## src/wide_unsigned_divider_defines.svh

```systemverilog
// Assertion helpers for the wide unsigned divider.
// Each check samples on clk; WUD_ASSERT checks are off while rst_n is low, WUD_ASSERT_ALWAYS checks are not.
`ifndef WIDE_UNSIGNED_DIVIDER_DEFINES_SVH
`define WIDE_UNSIGNED_DIVIDER_DEFINES_SVH

// Implication check on the block clock.
`define WUD_ASSERT(label, prop, msg) \
  label: assert property (@(posedge clk) disable iff (!rst_n) prop) else $error(msg);

// Check that must also hold while reset is asserted.
`define WUD_ASSERT_ALWAYS(label, prop, msg) \
  label: assert property (@(posedge clk) prop) else $error(msg);

`endif

```

## src/wud_pkg.sv

```systemverilog
`timescale 1ns / 1ps

package wud_pkg;

  localparam int WORD_W = 64;
  localparam int VAL_W  = 2 * WORD_W;
  localparam int DATA_W = 4 * WORD_W;
  localparam int CNT_W  = 7;

  // Bit index of the top bit of a word.
  localparam int WORD_MSB = 63;

  localparam logic [CNT_W-1:0] CNT_LAST  = 7'd127;
  localparam logic [CNT_W-1:0] CNT_ZERO  = 7'd0;
  localparam logic [CNT_W-1:0] CNT_ONE   = 7'd1;

  typedef enum logic [2:0] {
    ST_IDLE = 3'b001,
    ST_RUN  = 3'b010,
    ST_DONE = 3'b100
  } state_t;

  typedef struct packed {
    logic load;
    logic step;
    logic finish;
  } ctrl_t;

endpackage

```

## src/wud_datapath.sv

```systemverilog
`timescale 1ns / 1ps

module wud_datapath (
  input  logic                             clk,
  input  wud_pkg::ctrl_t                   ctrl,
  input  logic [wud_pkg::DATA_W-1:0]       in_word,
  output logic [wud_pkg::DATA_W-1:0]       res_word,
  output logic                             res_zero
);
  import wud_pkg::*;

  logic [VAL_W-1:0] rem_r, rem_nxt;
  logic [VAL_W-1:0] quo_r, quo_nxt;
  logic [VAL_W-1:0] div_r, div_nxt;
  logic             zdiv_r, zdiv_nxt;

  logic [VAL_W:0]   shifted;
  logic [VAL_W+1:0] diff;
  logic             ge;

  // Shift in the next dividend bit; the 129-bit compare covers the bit that leaves.
  assign shifted = {rem_r, quo_r[VAL_W-1]};
  assign diff    = {1'b0, shifted} - {2'b00, div_r};
  assign ge      = ~diff[VAL_W+1];

  always_comb begin
    rem_nxt  = rem_r;
    quo_nxt  = quo_r;
    div_nxt  = div_r;
    zdiv_nxt = zdiv_r;
    if (ctrl.load) begin
      rem_nxt  = '0;
      quo_nxt  = in_word[VAL_W-1:0];
      div_nxt  = in_word[DATA_W-1:VAL_W];
      zdiv_nxt = ~|in_word[DATA_W-1:VAL_W];
    end else if (ctrl.step) begin
      rem_nxt = ge ? diff[VAL_W-1:0] : shifted[VAL_W-1:0];
      quo_nxt = {quo_r[VAL_W-2:0], ge};
    end
  end

  always_ff @(posedge clk) begin
    rem_r  <= rem_nxt;
    quo_r  <= quo_nxt;
    div_r  <= div_nxt;
    zdiv_r <= zdiv_nxt;
  end

  // Drop the result to zero on a zero divisor.
  assign res_word = zdiv_r ? '0 : {rem_r, quo_r};
  assign res_zero = zdiv_r;

endmodule

```

## src/wud_ctrl.sv

```systemverilog
`timescale 1ns / 1ps
`include "wide_unsigned_divider_defines.svh"

module wud_ctrl (
  input  logic           clk,
  input  logic           rst_n,
  input  logic           in_fire,
  input  logic           out_free,
  output logic           idle,
  output wud_pkg::ctrl_t ctrl
);
  import wud_pkg::*;

  state_t           state_r, state_nxt;
  logic [CNT_W-1:0] cnt_r, cnt_nxt;

  always_comb begin
    state_nxt   = state_r;
    cnt_nxt     = cnt_r;
    ctrl.load   = 1'b0;
    ctrl.step   = 1'b0;
    ctrl.finish = 1'b0;
    case (state_r)
      ST_IDLE: begin
        if (in_fire) begin
          ctrl.load = 1'b1;
          cnt_nxt   = CNT_LAST;
          state_nxt = ST_RUN;
        end
      end
      ST_RUN: begin
        ctrl.step = 1'b1;
        if (cnt_r == CNT_ZERO) begin
          state_nxt = ST_DONE;
        end else begin
          cnt_nxt = cnt_r - CNT_ONE;
        end
      end
      ST_DONE: begin
        // Hold until the output register can take the word.
        if (out_free) begin
          ctrl.finish = 1'b1;
          state_nxt   = ST_IDLE;
        end
      end
      default: begin
        state_nxt = ST_IDLE;
      end
    endcase
  end

  always_ff @(posedge clk) begin
    if (!rst_n) begin
      state_r <= ST_IDLE;
      cnt_r   <= CNT_ZERO;
    end else begin
      state_r <= state_nxt;
      cnt_r   <= cnt_nxt;
    end
  end

  assign idle = (state_r == ST_IDLE);

  `WUD_ASSERT(a_load_starts_run, ctrl.load |=> (state_r == ST_RUN && cnt_r == CNT_LAST), "load did not start a full run")
  `WUD_ASSERT(a_count_down, (state_r == ST_RUN && cnt_r != CNT_ZERO) |=> (state_r == ST_RUN && cnt_r == $past(cnt_r) - CNT_ONE), "step counter skipped")
  `WUD_ASSERT(a_run_ends, (state_r == ST_RUN && cnt_r == CNT_ZERO) |=> (state_r == ST_DONE), "run did not end after last step")
  `WUD_ASSERT(a_finish_idle, ctrl.finish |=> idle, "finish did not return to idle")
  `WUD_ASSERT_ALWAYS(a_reset_idle, !rst_n |=> idle, "reset did not clear sequencer")

endmodule

```

## src/wide_unsigned_divider.sv

```systemverilog
// 128-bit unsigned divider, restoring long division, one quotient bit per cycle.
// From input accept to out_tvalid: load, 128 steps, then a finish that registers the result once the output is free.
// A new word is accepted only once the sequencer is idle again; the single subtract unit serves one word at a time.
// The output register lets the next word enter while a result waits.
// Reset (rst_n low, synchronous) clears the sequencer and the output valid.
`timescale 1ns / 1ps

module wide_unsigned_divider (
  input  logic                       clk,
  input  logic                       rst_n,
  input  logic                       in_tvalid,
  output logic                       in_tready,
  // dividend_low, dividend_high, divisor_low, divisor_high
  input  logic [wud_pkg::DATA_W-1:0] in_tdata,
  output logic                       out_tvalid,
  input  logic                       out_tready,
  // quotient_low, quotient_high, remainder_low, remainder_high
  output logic [wud_pkg::DATA_W-1:0] out_tdata,
  // zero_divisor
  output logic [0:0]                 out_tuser
);
  import wud_pkg::*;

  ctrl_t             ctrl;
  logic              idle;
  logic              in_fire;
  logic              out_free;
  logic [DATA_W-1:0] res_word;
  logic              res_zero;

  logic              out_valid_r, out_valid_nxt;
  logic [DATA_W-1:0] out_data_r;
  logic              out_zero_r;

  assign in_tready = idle;
  assign in_fire   = in_tvalid & idle;
  assign out_free  = ~out_valid_r | out_tready;

  wud_ctrl u_ctrl (
    .clk      (clk),
    .rst_n    (rst_n),
    .in_fire  (in_fire),
    .out_free (out_free),
    .idle     (idle),
    .ctrl     (ctrl)
  );

  wud_datapath u_datapath (
    .clk      (clk),
    .ctrl     (ctrl),
    .in_word  (in_tdata),
    .res_word (res_word),
    .res_zero (res_zero)
  );

  always_comb begin
    out_valid_nxt = out_valid_r;
    if (ctrl.finish) begin
      out_valid_nxt = 1'b1;
    end else if (out_tready) begin
      out_valid_nxt = 1'b0;
    end
  end

  always_ff @(posedge clk) begin
    if (!rst_n) begin
      out_valid_r <= 1'b0;
    end else begin
      out_valid_r <= out_valid_nxt;
    end
  end

  always_ff @(posedge clk) begin
    if (ctrl.finish) begin
      out_data_r <= res_word;
      out_zero_r <= res_zero;
    end
  end

  assign out_tvalid   = out_valid_r;
  assign out_tdata    = out_data_r;
  assign out_tuser[0] = out_zero_r;

endmodule

```

## config.mk

```make
export PLATFORM = sky130hd
export DESIGN_NAME = wide_unsigned_divider
export DESIGN_NICKNAME = d
export VERILOG_FILES = /design/src/wud_pkg.sv /design/src/wud_datapath.sv /design/src/wud_ctrl.sv /design/src/wide_unsigned_divider.sv
export VERILOG_INCLUDE_DIRS = /design/src /design/src/src
export SDC_FILE = /design/constraint.sdc
export NUM_CORES = 1
export LEC_CHECK = 0
export ABC_AREA = 1
export BUFFER_PORTS_ARGS = -buffer_cell sky130_fd_sc_hd__buf_2
export CORE_AREA = 4 4 278 280
export DETAILED_ROUTE_END_ITERATION = 8
export DIE_AREA = 0 0 282 284
export PLACE_DENSITY = 0.85
export SKIP_LAST_GASP = 1
export SLEW_MARGIN = 20
export SYNTH_ARGS = -nofsm -noshare
export SYNTH_HDL_FRONTEND = slang
export SYNTH_SLANG_ARGS = --single-unit
```

## constraint.sdc

```tcl
create_clock -name clk -period 11.7 [get_ports clk]
set_input_delay 0.585 -clock clk [delete_from_list [all_inputs] [get_ports clk]]
set_output_delay 0.585 -clock clk [all_outputs]
set_load 0.02 [all_outputs]
```

; ---- Yosys cells after proc, flatten, opt, wreduce, memory -nomap -nowiden
; Index checks and enable logic that the tools add are counted.
[totals]
mem_count = 0
latch_bits = 0
out_inout_bits = 259
rom_bits = 0
word_cells = 47
ramBits = 0
regBits = 653
[classes]
n_mul = 0
order_cmp = 0
div_mod_pow = 0
shift = 0
eq_ne = 7
n_reduce_logical = 8
bitwise = 4
n_addsub = 2
muxes = 17
[op_table]
columns = op, n
row1 = $mux W128, 3
row2 = $sub A129 B128 Y130, 1
row3 = $reduce_or A128 Y1, 1
row4 = $mux W7, 2
row5 = $pmux W7 S2, 1
row6 = $mux W3, 3
row7 = $pmux W3 S3, 1
row8 = $logic_not A7 Y1, 1
row9 = $mux W1, 7
row10 = $sub A7 B1 Y7 const B, 1
row11 = $reduce_and A3 Y1, 2
row12 = $reduce_bool A2 Y1, 3
row13 = $ne A2 B1 Y1 const B, 2
row14 = $ne A2 B2 Y1 const B, 2
row15 = $eq A3 B1 Y1 const B, 1
row16 = $eq A3 B2 Y1 const B, 1
row17 = $eq A3 B3 Y1 const B, 1
row18 = $not A1 Y1, 2
row19 = $and A1 B1 Y1, 1
row20 = $logic_not A1 Y1, 1
row21 = $or A1 B1 Y1, 1

; ---- Logic depth before layout (Yosys ltp)
; Gate-level depths: netlist of run 1.
[depth]
depth_word = 5
mapped_depth = 22
depth_no_buf = 20

; ---- Modules after synthesis
; From an unflattened synthesis of run 1, not the netlist that was laid out.
[unflattened]
hier_cells = 5531
hier_area_um2 = 39670.5
[by_module_without_submodules]
columns = module, n_inst, cells_each, area_each_um2
row1 = wud_datapath, 1, 5169, 31272.5
row2 = wide_unsigned_divider, 1, 265, 7771.2
row3 = wud_ctrl, 1, 97, 626.9

; ---- Least setup slack after synthesis of run 1
; Ideal clock, no wire load.
[synth_timing]
path_type = register to register
start = reg u_ctrl.state_r[2]
end = reg out_data_r[0] (netlist: out_tdata[0]) (enable)
n_path_buf = 0
arrival_time_ps = 11223
stages_incl_launch_ff = 5
setup_ps = 879
required_ps = 10821
setup_slack_ps = -402
path_cell_list = dfxtp_1 > inv_1 > nor3_1 > inv_1 > nor2_1
[synth_rtl]
columns = item, line_no
row1 = start: declaration, wud_ctrl.sv:14  ; state_t state_r, state_nxt;
row2 = start signal: assignment, wud_ctrl.sv:57  ; state_r <= state_nxt;
row3 = end signal: assignment, wide_unsigned_divider.sv:75  ; out_data_r <= res_word;
row4 = end: declaration, wide_unsigned_divider.sv:32  ; logic [DATA_W-1:0] out_data_r;

; ---- Worst setup path in the final report of run 1
[layout_timing]
start = reg u_datapath.div_r[121]
end = reg u_datapath.rem_r[38]
[layout_via]
elab_chain_len = 2
[layout_rtl]
columns = item, line_no
row1 = start: declaration, wud_datapath.sv:14  ; logic [VAL_W-1:0] div_r, div_nxt;
row2 = start signal: assignment, wud_datapath.sv:45  ; div_r <= div_nxt;
row3 = $sub A129 B128 Y130, wud_datapath.sv:23  ; assign diff = {1'b0, shifted} - {2'b00, div_r};
row4 = $mux W128, wud_datapath.sv:37  ; rem_nxt = ge ? diff[VAL_W-1:0] : shifted[VAL_W-1:0];
row5 = end signal: assignment, wud_datapath.sv:43  ; rem_r <= rem_nxt;
row6 = end: declaration, wud_datapath.sv:12  ; logic [VAL_W-1:0] rem_r, rem_nxt;
; Every way passes these cells.
; A chain may end at the register's enable or synchronous reset.

==> flow_metrics.env, run 1 <==
export IMPL_dp_hpwl_mm=115
export IMPL_final_nets=6362
export IMPL_core_um2=74400
export IMPL_outcome="finished clean"
export IMPL_cts_buffers=68
export IMPL_synth_edf_count=514
export IMPL_min_path_type="in2reg"
export IMPL_end_kind="register"
export IMPL_drt_initial_drc_count=4134
export IMPL_synth_nets=5879
export IMPL_track_usage=0.350
export IMPL_buffer_ports_inserted=518
export IMPL_cp_arrival_ns=4.68
export IMPL_synth_cell_types=41
export IMPL_synth_warnings=0
export IMPL_syn2layout_area_growth_pct=14.5
export IMPL_detail_route_antenna_nets=0
export IMPL_cts_root_buf="clkbuf_16"
export IMPL_setup_viol=0
export IMPL_cts_resized=0
export IMPL_async_reset_ff_frac=0
export IMPL_fin_crit_ns=4.21
export IMPL_drc=0
export IMPL_gp_congestion=1.08
export IMPL_worst_slew_pin_transition_ns=1.11
export IMPL_syn_avg_cell_area_um2=7.18
export IMPL_die_area_um2=80100
export IMPL_synthCells=5488
export IMPL_fp_dieH_um=284
export IMPL_hold_violations=0
export IMPL_grt_first_pass_wirelength_mm=212
export IMPL_post_route_period_util=0.360
export IMPL_multi_input_area_um2=16100
export IMPL_rsz0062_at_grt="no"
export IMPL_synth_area_um2=39400
export IMPL_cts_reportedPaths_clkPinSlew_ns=0.07
export IMPL_clock_skew_ns=0.0621
export IMPL_gr_total_overflow=0
export IMPL_slew_viol_final=0
export IMPL_crit_fanout=65
export IMPL_clk_path_buf_depth=3
export IMPL_dieWidth_um=282
export IMPL_num_rows=100
export IMPL_seqCellArea_um2=18200
export IMPL_antenna_found_initial=10
export IMPL_avgViaCountPerCell=5.29
export IMPL_drive_gt1_frac=0.116
export IMPL_drt_first_pass_iters=6
export IMPL_wl_per_cell_um=20.6
export IMPL_tns_ns=0
export IMPL_vias=37045
export IMPL_ys_seq_elements=653
export IMPL_pin_count=519
export IMPL_drv_cap=0
export IMPL_insertion_delay_ns=0.65
export IMPL_power_mw=5.84
export IMPL_setup_worst_path_start_class="register"
export IMPL_p_leak_nw=23.0
export IMPL_grt_max_degree=233
export IMPL_cts_setup_buffers=0
export IMPL_cts_tree="done"
export IMPL_seq_area_frac_synth=0.462
export IMPL_htree_num_levels=3
export IMPL_required_ns=12.17
export IMPL_crit_type="reg2reg"
export IMPL_cts_sinks=653
export IMPL_synthFlopType="edfxtp_1"
export IMPL_fmaxAchievable_mhz=237
export IMPL_initial_core_util=0.530
export IMPL_hold_buffers=0
export IMPL_powerDensity_nw_per_um2=129
export IMPL_grt_pass1_vias=35707
export IMPL_drt_wl_total_mm=144
export IMPL_irDropWorstVdd_uv=127
export IMPL_slew_headroom=0.254
export IMPL_n_fill_cell=6666
==> synth_stat cells, types with 3 or more instances <==
cell      instances  area [um2]
nand2_1        1868        7010
inv_1          1185        4450
nor2_1          550        2060
edfxtp_1        514       15400
nand3_1         341        1710
o21ai_0         186         931
dfxtp_1         139        2780
ha_1            130        1630
a21oi_1         104         521
clkbuf_1         75         282
xnor2_1          59         517
nand4_1          43         269
nor3_1           36         180
nor4_1           35         219
o21ai_1          34         170
buf_2            32         160
nand3b_1         32         240
inv_2            23        86.3
o21bai_1         14         105
clkinv_1         10        37.5
nand3_2          10         100
and2_1            8        50.1
nand2_2           8        50.1
nor2_2            8        50.1
a31oi_1           7        43.8
buf_4             7        52.6
buf_6             7        78.8
a21boi_0          3        22.5
buf_1             3        11.3
xor2_1            3        26.3
==> registers in the layout, indices dropped and copies added, names as in the netlist <==
signal / cells
u_datapath.res_zero: 1
out_tuser: 1
u_datapath.div_r: 128
u_ctrl.state_r: 3
u_datapath.rem_r: 128
u_ctrl.cnt_r: 7
u_datapath.quo_r: 128
out_tvalid: 1
out_tdata: 256
==> final timing paths <==
kind / start / endpoint / slack, ns / depth (start not counted)
hold reg to reg: u_datapath.rem_r[117] / u_datapath.rem_r[117] / 0.47 / 2
setup / recovery: u_datapath.div_r[121] / u_datapath.rem_r[38] / 7.49 / 14
setup reg to reg: u_datapath.div_r[121] / u_datapath.rem_r[38] / 7.49 / 14
hold / removal: in_tdata[237] / u_datapath.div_r[109] / 0.12 / 1
==> per-layer routing <==
| metal | wire [um] | global-route usage | share of wire | up-vias |
|---|---|---|---|---|
| met5 | 27 | 0 | 0.00019 | - |
| met4 | 7170 | 0.155 | 0.050 | 4 |
| met3 | 12800 | 0.0625 | 0.089 | 316 |
| met2 | 66700 | 0.576 | 0.46 | 1746 |
| met1 | 57300 | 0.452 | 0.40 | 17122 |
| li1 | - | - | - | 17857 |
==> stage by stage <==
step | instance area (um2) | hold slack [ns] | setup slack, ns | instances | utilization
5_1_grt | 45200 | 0.104 | 7.26 | 7000 | 0.607
3_3_place_gp | 42800 | 0.458 | 7.71 | 6870 | 0.575
3_5_place_dp | 42800 | 0.464 | 7.66 | 6870 | 0.575
6_report | 45200 | 0.119 | 7.49 | 7001 | 0.607
2_1_floorplan | 39400 | 0.445 | 3.90 | 5488 | -
4_1_cts | 45100 | 0.0934 | 7.58 | 6994 | 0.606
==> cell usage in the layout (no fill, tap or decap), types with 104 or more instances in the layout <==
cell      count
a21oi_1     104
o21ai_0     186
edfxtp_1    514
ha_1        130
dfxtp_1     139
buf_2       518
nand3_1     341
nor2_1      548
inv_1      1183
nand2_1    1867
==> worst max-delay path, cell delays in order, from the launching register on <==
cell	delay (ns)
edfxtp_1	0.36
inv_1	0.06
ha_1	0.42
nand2_1	0.17
nor2_1	0.21
nand2_1	0.11
nor3_1	0.53
nand2_1	0.21
inv_2	0.12
a21oi_4	0.13
nand2_4	0.60
buf_4	0.67
nand2_1	0.13
nand3_1	0.10
o21ai_0	0.11
==> report_power, final <==
group / switching (mW) / internal [mW]
registers: 0.0565 / 2.77
clock network: 0.975 / 1.27
logic: 0.563 / 0.203
total: 1.59 / 4.24
==> final cells by class <==
class / instances / area share
sequential: 653 / 0.403
multi-input combinational: 3493 / 0.356
inverter: 1218 / 0.101
timing repair buffer: 537 / 0.0608
clock buffer: 94 / 0.0410
tap: 969 / 0.0269
clock inverter: 30 / 0.0101
antenna: 7 / 0.000388
==> cells by family (layout without fill, tap and decap cells) <==
family | count (synthesis) | in the layout | synth area share
flip-flops | 653 | 653 | 0.462
adder cells (fa/ha/maj) | 131 | 131 | 0.0418
other | 0 | 7 | 0
XOR/XNOR | 62 | 62 | 0.0138
AO/OA/AOI/OAI | 355 | 355 | 0.0473
buffers and inverters | 1342 | 1879 | 0.131
AND/OR/NAND/NOR | 2945 | 2945 | 0.304
No activity file was read; power rests on OpenSTA's default activity.
==> run 2, diff against run 1 <==
Settings changed: ABC_AREA 1 to 0, CORE_AREA 4 4 278 280 to 4 4 261 263, DIE_AREA 0 0 282 284 to 0 0 265 267, PLACE_DENSITY 0.85 to 0.84.
Clock period 11.7 ns to 3.7 ns, I/O delays scaled along.
==> flow_metrics.env, run 2 <==
export IMPL_synth_nets=3827
export IMPL_p_sw_mw=4.68
export IMPL_tns_ns=0
export IMPL_drive_gt1_frac=0.193
export IMPL_synthCells=3436
export IMPL_pwr_share_comb=0.110
export IMPL_synth_cell_types=79
export IMPL_p_int_mw=13.3
export IMPL_cts_reportedPaths_clkPinSlew_ns=0.07
export IMPL_worst_slew_pin_transition_ns=0.945
export IMPL_timing_final_ws_setup_ns=0.0677
export IMPL_layoutNonFillerInstCount=5156
export IMPL_power_frac_clock=0.421
export IMPL_final_cell_mix="nand2_1, buf_2, edfxtp_1"
export IMPL_gr_total_overflow=0
export IMPL_use_met1=0.405
export IMPL_clk_path_buf_depth=3
export IMPL_cts_buffers=71
export IMPL_yosysMostFrequentCell="nand2_1"
export IMPL_dieWidth_um=265
export IMPL_crit_type="reg2reg"
export IMPL_drt_initial_drc_count=3710
export IMPL_wl_per_cell_um=23.7
export IMPL_synth_area_leaders="edfxtp_1, dfxtp_1, nand2_1"
export IMPL_largest_register_ff_count=256
export IMPL_final_common_cell="nand2_1"
export IMPL_antenna_found_initial=8
export IMPL_cts_sinks=653
export IMPL_async_reset_ff_frac=0
export IMPL_post_route_period_util=0.982
export IMPL_dpl_cell_count=4746
export IMPL_setup_viol=0
export IMPL_grt_first_pass_wirelength_mm=180
export IMPL_seq_area_frac_synth=0.537
export IMPL_detail_route_antenna_nets=0
export IMPL_cts_root_buf="clkbuf_16"
export IMPL_p_leak_nw=18.3
export IMPL_min_path_type="in2reg"
export IMPL_buffer_ports_inserted=518
export IMPL_drt_first_pass_iters=6
export IMPL_grt_met2_usage=0.536
export IMPL_final_util=0.661
export IMPL_drv_cap=0
export IMPL_worstPathCellList="inv_1 -> ha_1 -> nand4_1 -> nor4_1 -> nand3_1 -> nor3_2 -> a221oi_4 -> o31a_4 -> buf_12 -> clkbuf_16 -> a32oi_1 -> o21ai_0"
export IMPL_drt_wl_total_mm=122
export IMPL_cpMaxStageDelayCell="nor4_1"
export IMPL_synth_edf_count=514
export IMPL_dp_hpwl_mm=79.4
export IMPL_slew_viol_final=0
export IMPL_hold_violations=0
export IMPL_crit_fanout=14
export IMPL_synth_area_leader_cell="edfxtp_1"
export IMPL_placed_area_um2=37900
export IMPL_switching_share=0.260
export IMPL_final_nets=4621
export IMPL_clock_skew_ns=0.0472
export IMPL_required_ns=4.17
export IMPL_powerDensity_nw_per_um2=415
export IMPL_gp_congestion=1.02
export IMPL_grt_max_degree=152
export IMPL_htree_num_levels=3
export IMPL_outcome="finished clean"
export IMPL_grt_pass1_vias=30623
export IMPL_grt_busiest_layer="met2"
export IMPL_pin_count=519
export IMPL_avgViaCountPerCell=6.03
export IMPL_irDropWorstVdd_uv=375
export IMPL_rsz0062_at_grt="yes"
export IMPL_track_usage=0.328
export IMPL_synth_area_um2=33900
export IMPL_stdcell_area_um2=43400
export IMPL_syn2layout_area_growth_pct=27.7
export IMPL_fin_crit_ns=3.63
export IMPL_num_rows=94
export IMPL_path_buf_inv=3
export IMPL_critPathTopFamily="simple AND/OR/NAND/NOR gates"
export IMPL_core_um2=65600
export IMPL_fp_dieH_um=267
export IMPL_finalHoldWorstSlack_ns=0.0755
export IMPL_synth_common_cells="nand2_1, edfxtp_1, nor2b_1"
export IMPL_ys_seq_elements=653
export IMPL_cp_slowest_stage_delay_ns=0.51
export IMPL_pwr_share_seq=0.469
export IMPL_synth_warnings=0
export IMPL_slew_headroom=0.370
export IMPL_end_kind="register"
export IMPL_setup_worst_path_start_class="register"
export IMPL_fmaxAchievable_mhz=275
export IMPL_cp_arrival_ns=4.10
export IMPL_initial_core_util=0.517
export IMPL_die_area_um2=70800
export IMPL_dp_slack_ns=-0.0587
export IMPL_vias=31090
export IMPL_synthFlopType="edfxtp_1"
export IMPL_insertion_delay_ns=0.65
export IMPL_power_mw=18.0
export IMPL_syn_avg_cell_area_um2=9.88
export IMPL_drc=0
export IMPL_cts_tree="done"
export IMPL_synth_top_area_frac=0.455
export IMPL_grtUsageMet3=0.0625
-- run 2: changes by cell type in the layout (fill, tap and decap cells not counted), moves of 37 or more --
cell,before,now
xor2_1,3,58
dlygate4sd3_1,0,258
nor2b_1,0,262
nand4_1,43,80
nor2_1,548,182
a21oi_1,104,256
nand2_1,1867,631
buf_4,18,127
nand3_1,341,32
a21o_1,0,74
inv_1,1183,165
-- run 2: final cells by class --
class	instances	area [um2]
Timing Repair Buffer	925	6600
Sequential cell	653	18200
Inverter	167	638
Clock buffer	84	1850
Fill cell	4733	22300
Antenna cell	5	12.5
Multi-Input combinational cell	2412	14300
Tap cell	864	1080
Clock inverter	46	618
-- run 2: metal layers --
| metal | routed length [um] | part of all wire |
|---|---|---|
| met5 | 29 | 0.00024 |
| met4 | 8680 | 0.071 |
| met2 | 57400 | 0.47 |
| met3 | 11200 | 0.091 |
| met1 | 44900 | 0.37 |
-- run 2: path summary, 6_finish.rpt --
path	from	cells after the start	slack, ns	end
max	u_datapath.div_r[91]	12	0.07	u_datapath.rem_r[30]
max reg2reg	u_datapath.div_r[91]	12	0.07	u_datapath.rem_r[30]
min reg2reg	u_datapath.rem_r[12]	2	0.50	u_datapath.rem_r[12]
min	in_tdata[127]	3	0.08	u_datapath.quo_r[127]
-- run 2: cell families after synthesis --
logic type | share of synthesized area
compound gates | 0.146
xor+xnor | 0.0305
fa+ha+maj | 0.0485
buf+inv | 0.0457
flops | 0.537
mux | 0.00594
simple gates | 0.186
-- run 2: repair_timing --
| action | in CTS | in global routing |
|---|---|---|
| endpoints found under the setup margin | 13 | 112 |
| cloned | 0 | 5 |
| buffers inserted | 0 | 12 |
| pin swaps | 0 | 9 |
| endpoints found under the hold margin | 266 | 0 |
| gates resized for setup | 6 | 30 |
| hold buffers | 258 | 0 |
-- run 2: worst register-to-register path, cell delays in order (launching register included) --
cell and delay [ns]:
edfxtp_1 0.34, inv_1 0.06, ha_1 0.46, nand4_1 0.26, nor4_1 0.51, nand3_1 0.30
nor3_2 0.26, a221oi_4 0.08, o31a_4 0.41, buf_12 0.17, clkbuf_16 0.19, a32oi_1 0.26
o21ai_0 0.16
-- run 2: power groups by stage --
stage / logic (mW) / registers [mW] / clock network (mW)
after global routing: 2.13 / 8.45 / 7.97
final: 1.99 / 8.44 / 7.58
after global placement: 1.58 / 8.55 / 0
after detailed placement: 1.62 / 8.57 / 0
after CTS: 1.86 / 8.42 / 7.53
after floorplan: 1.03 / 8.53 / 0
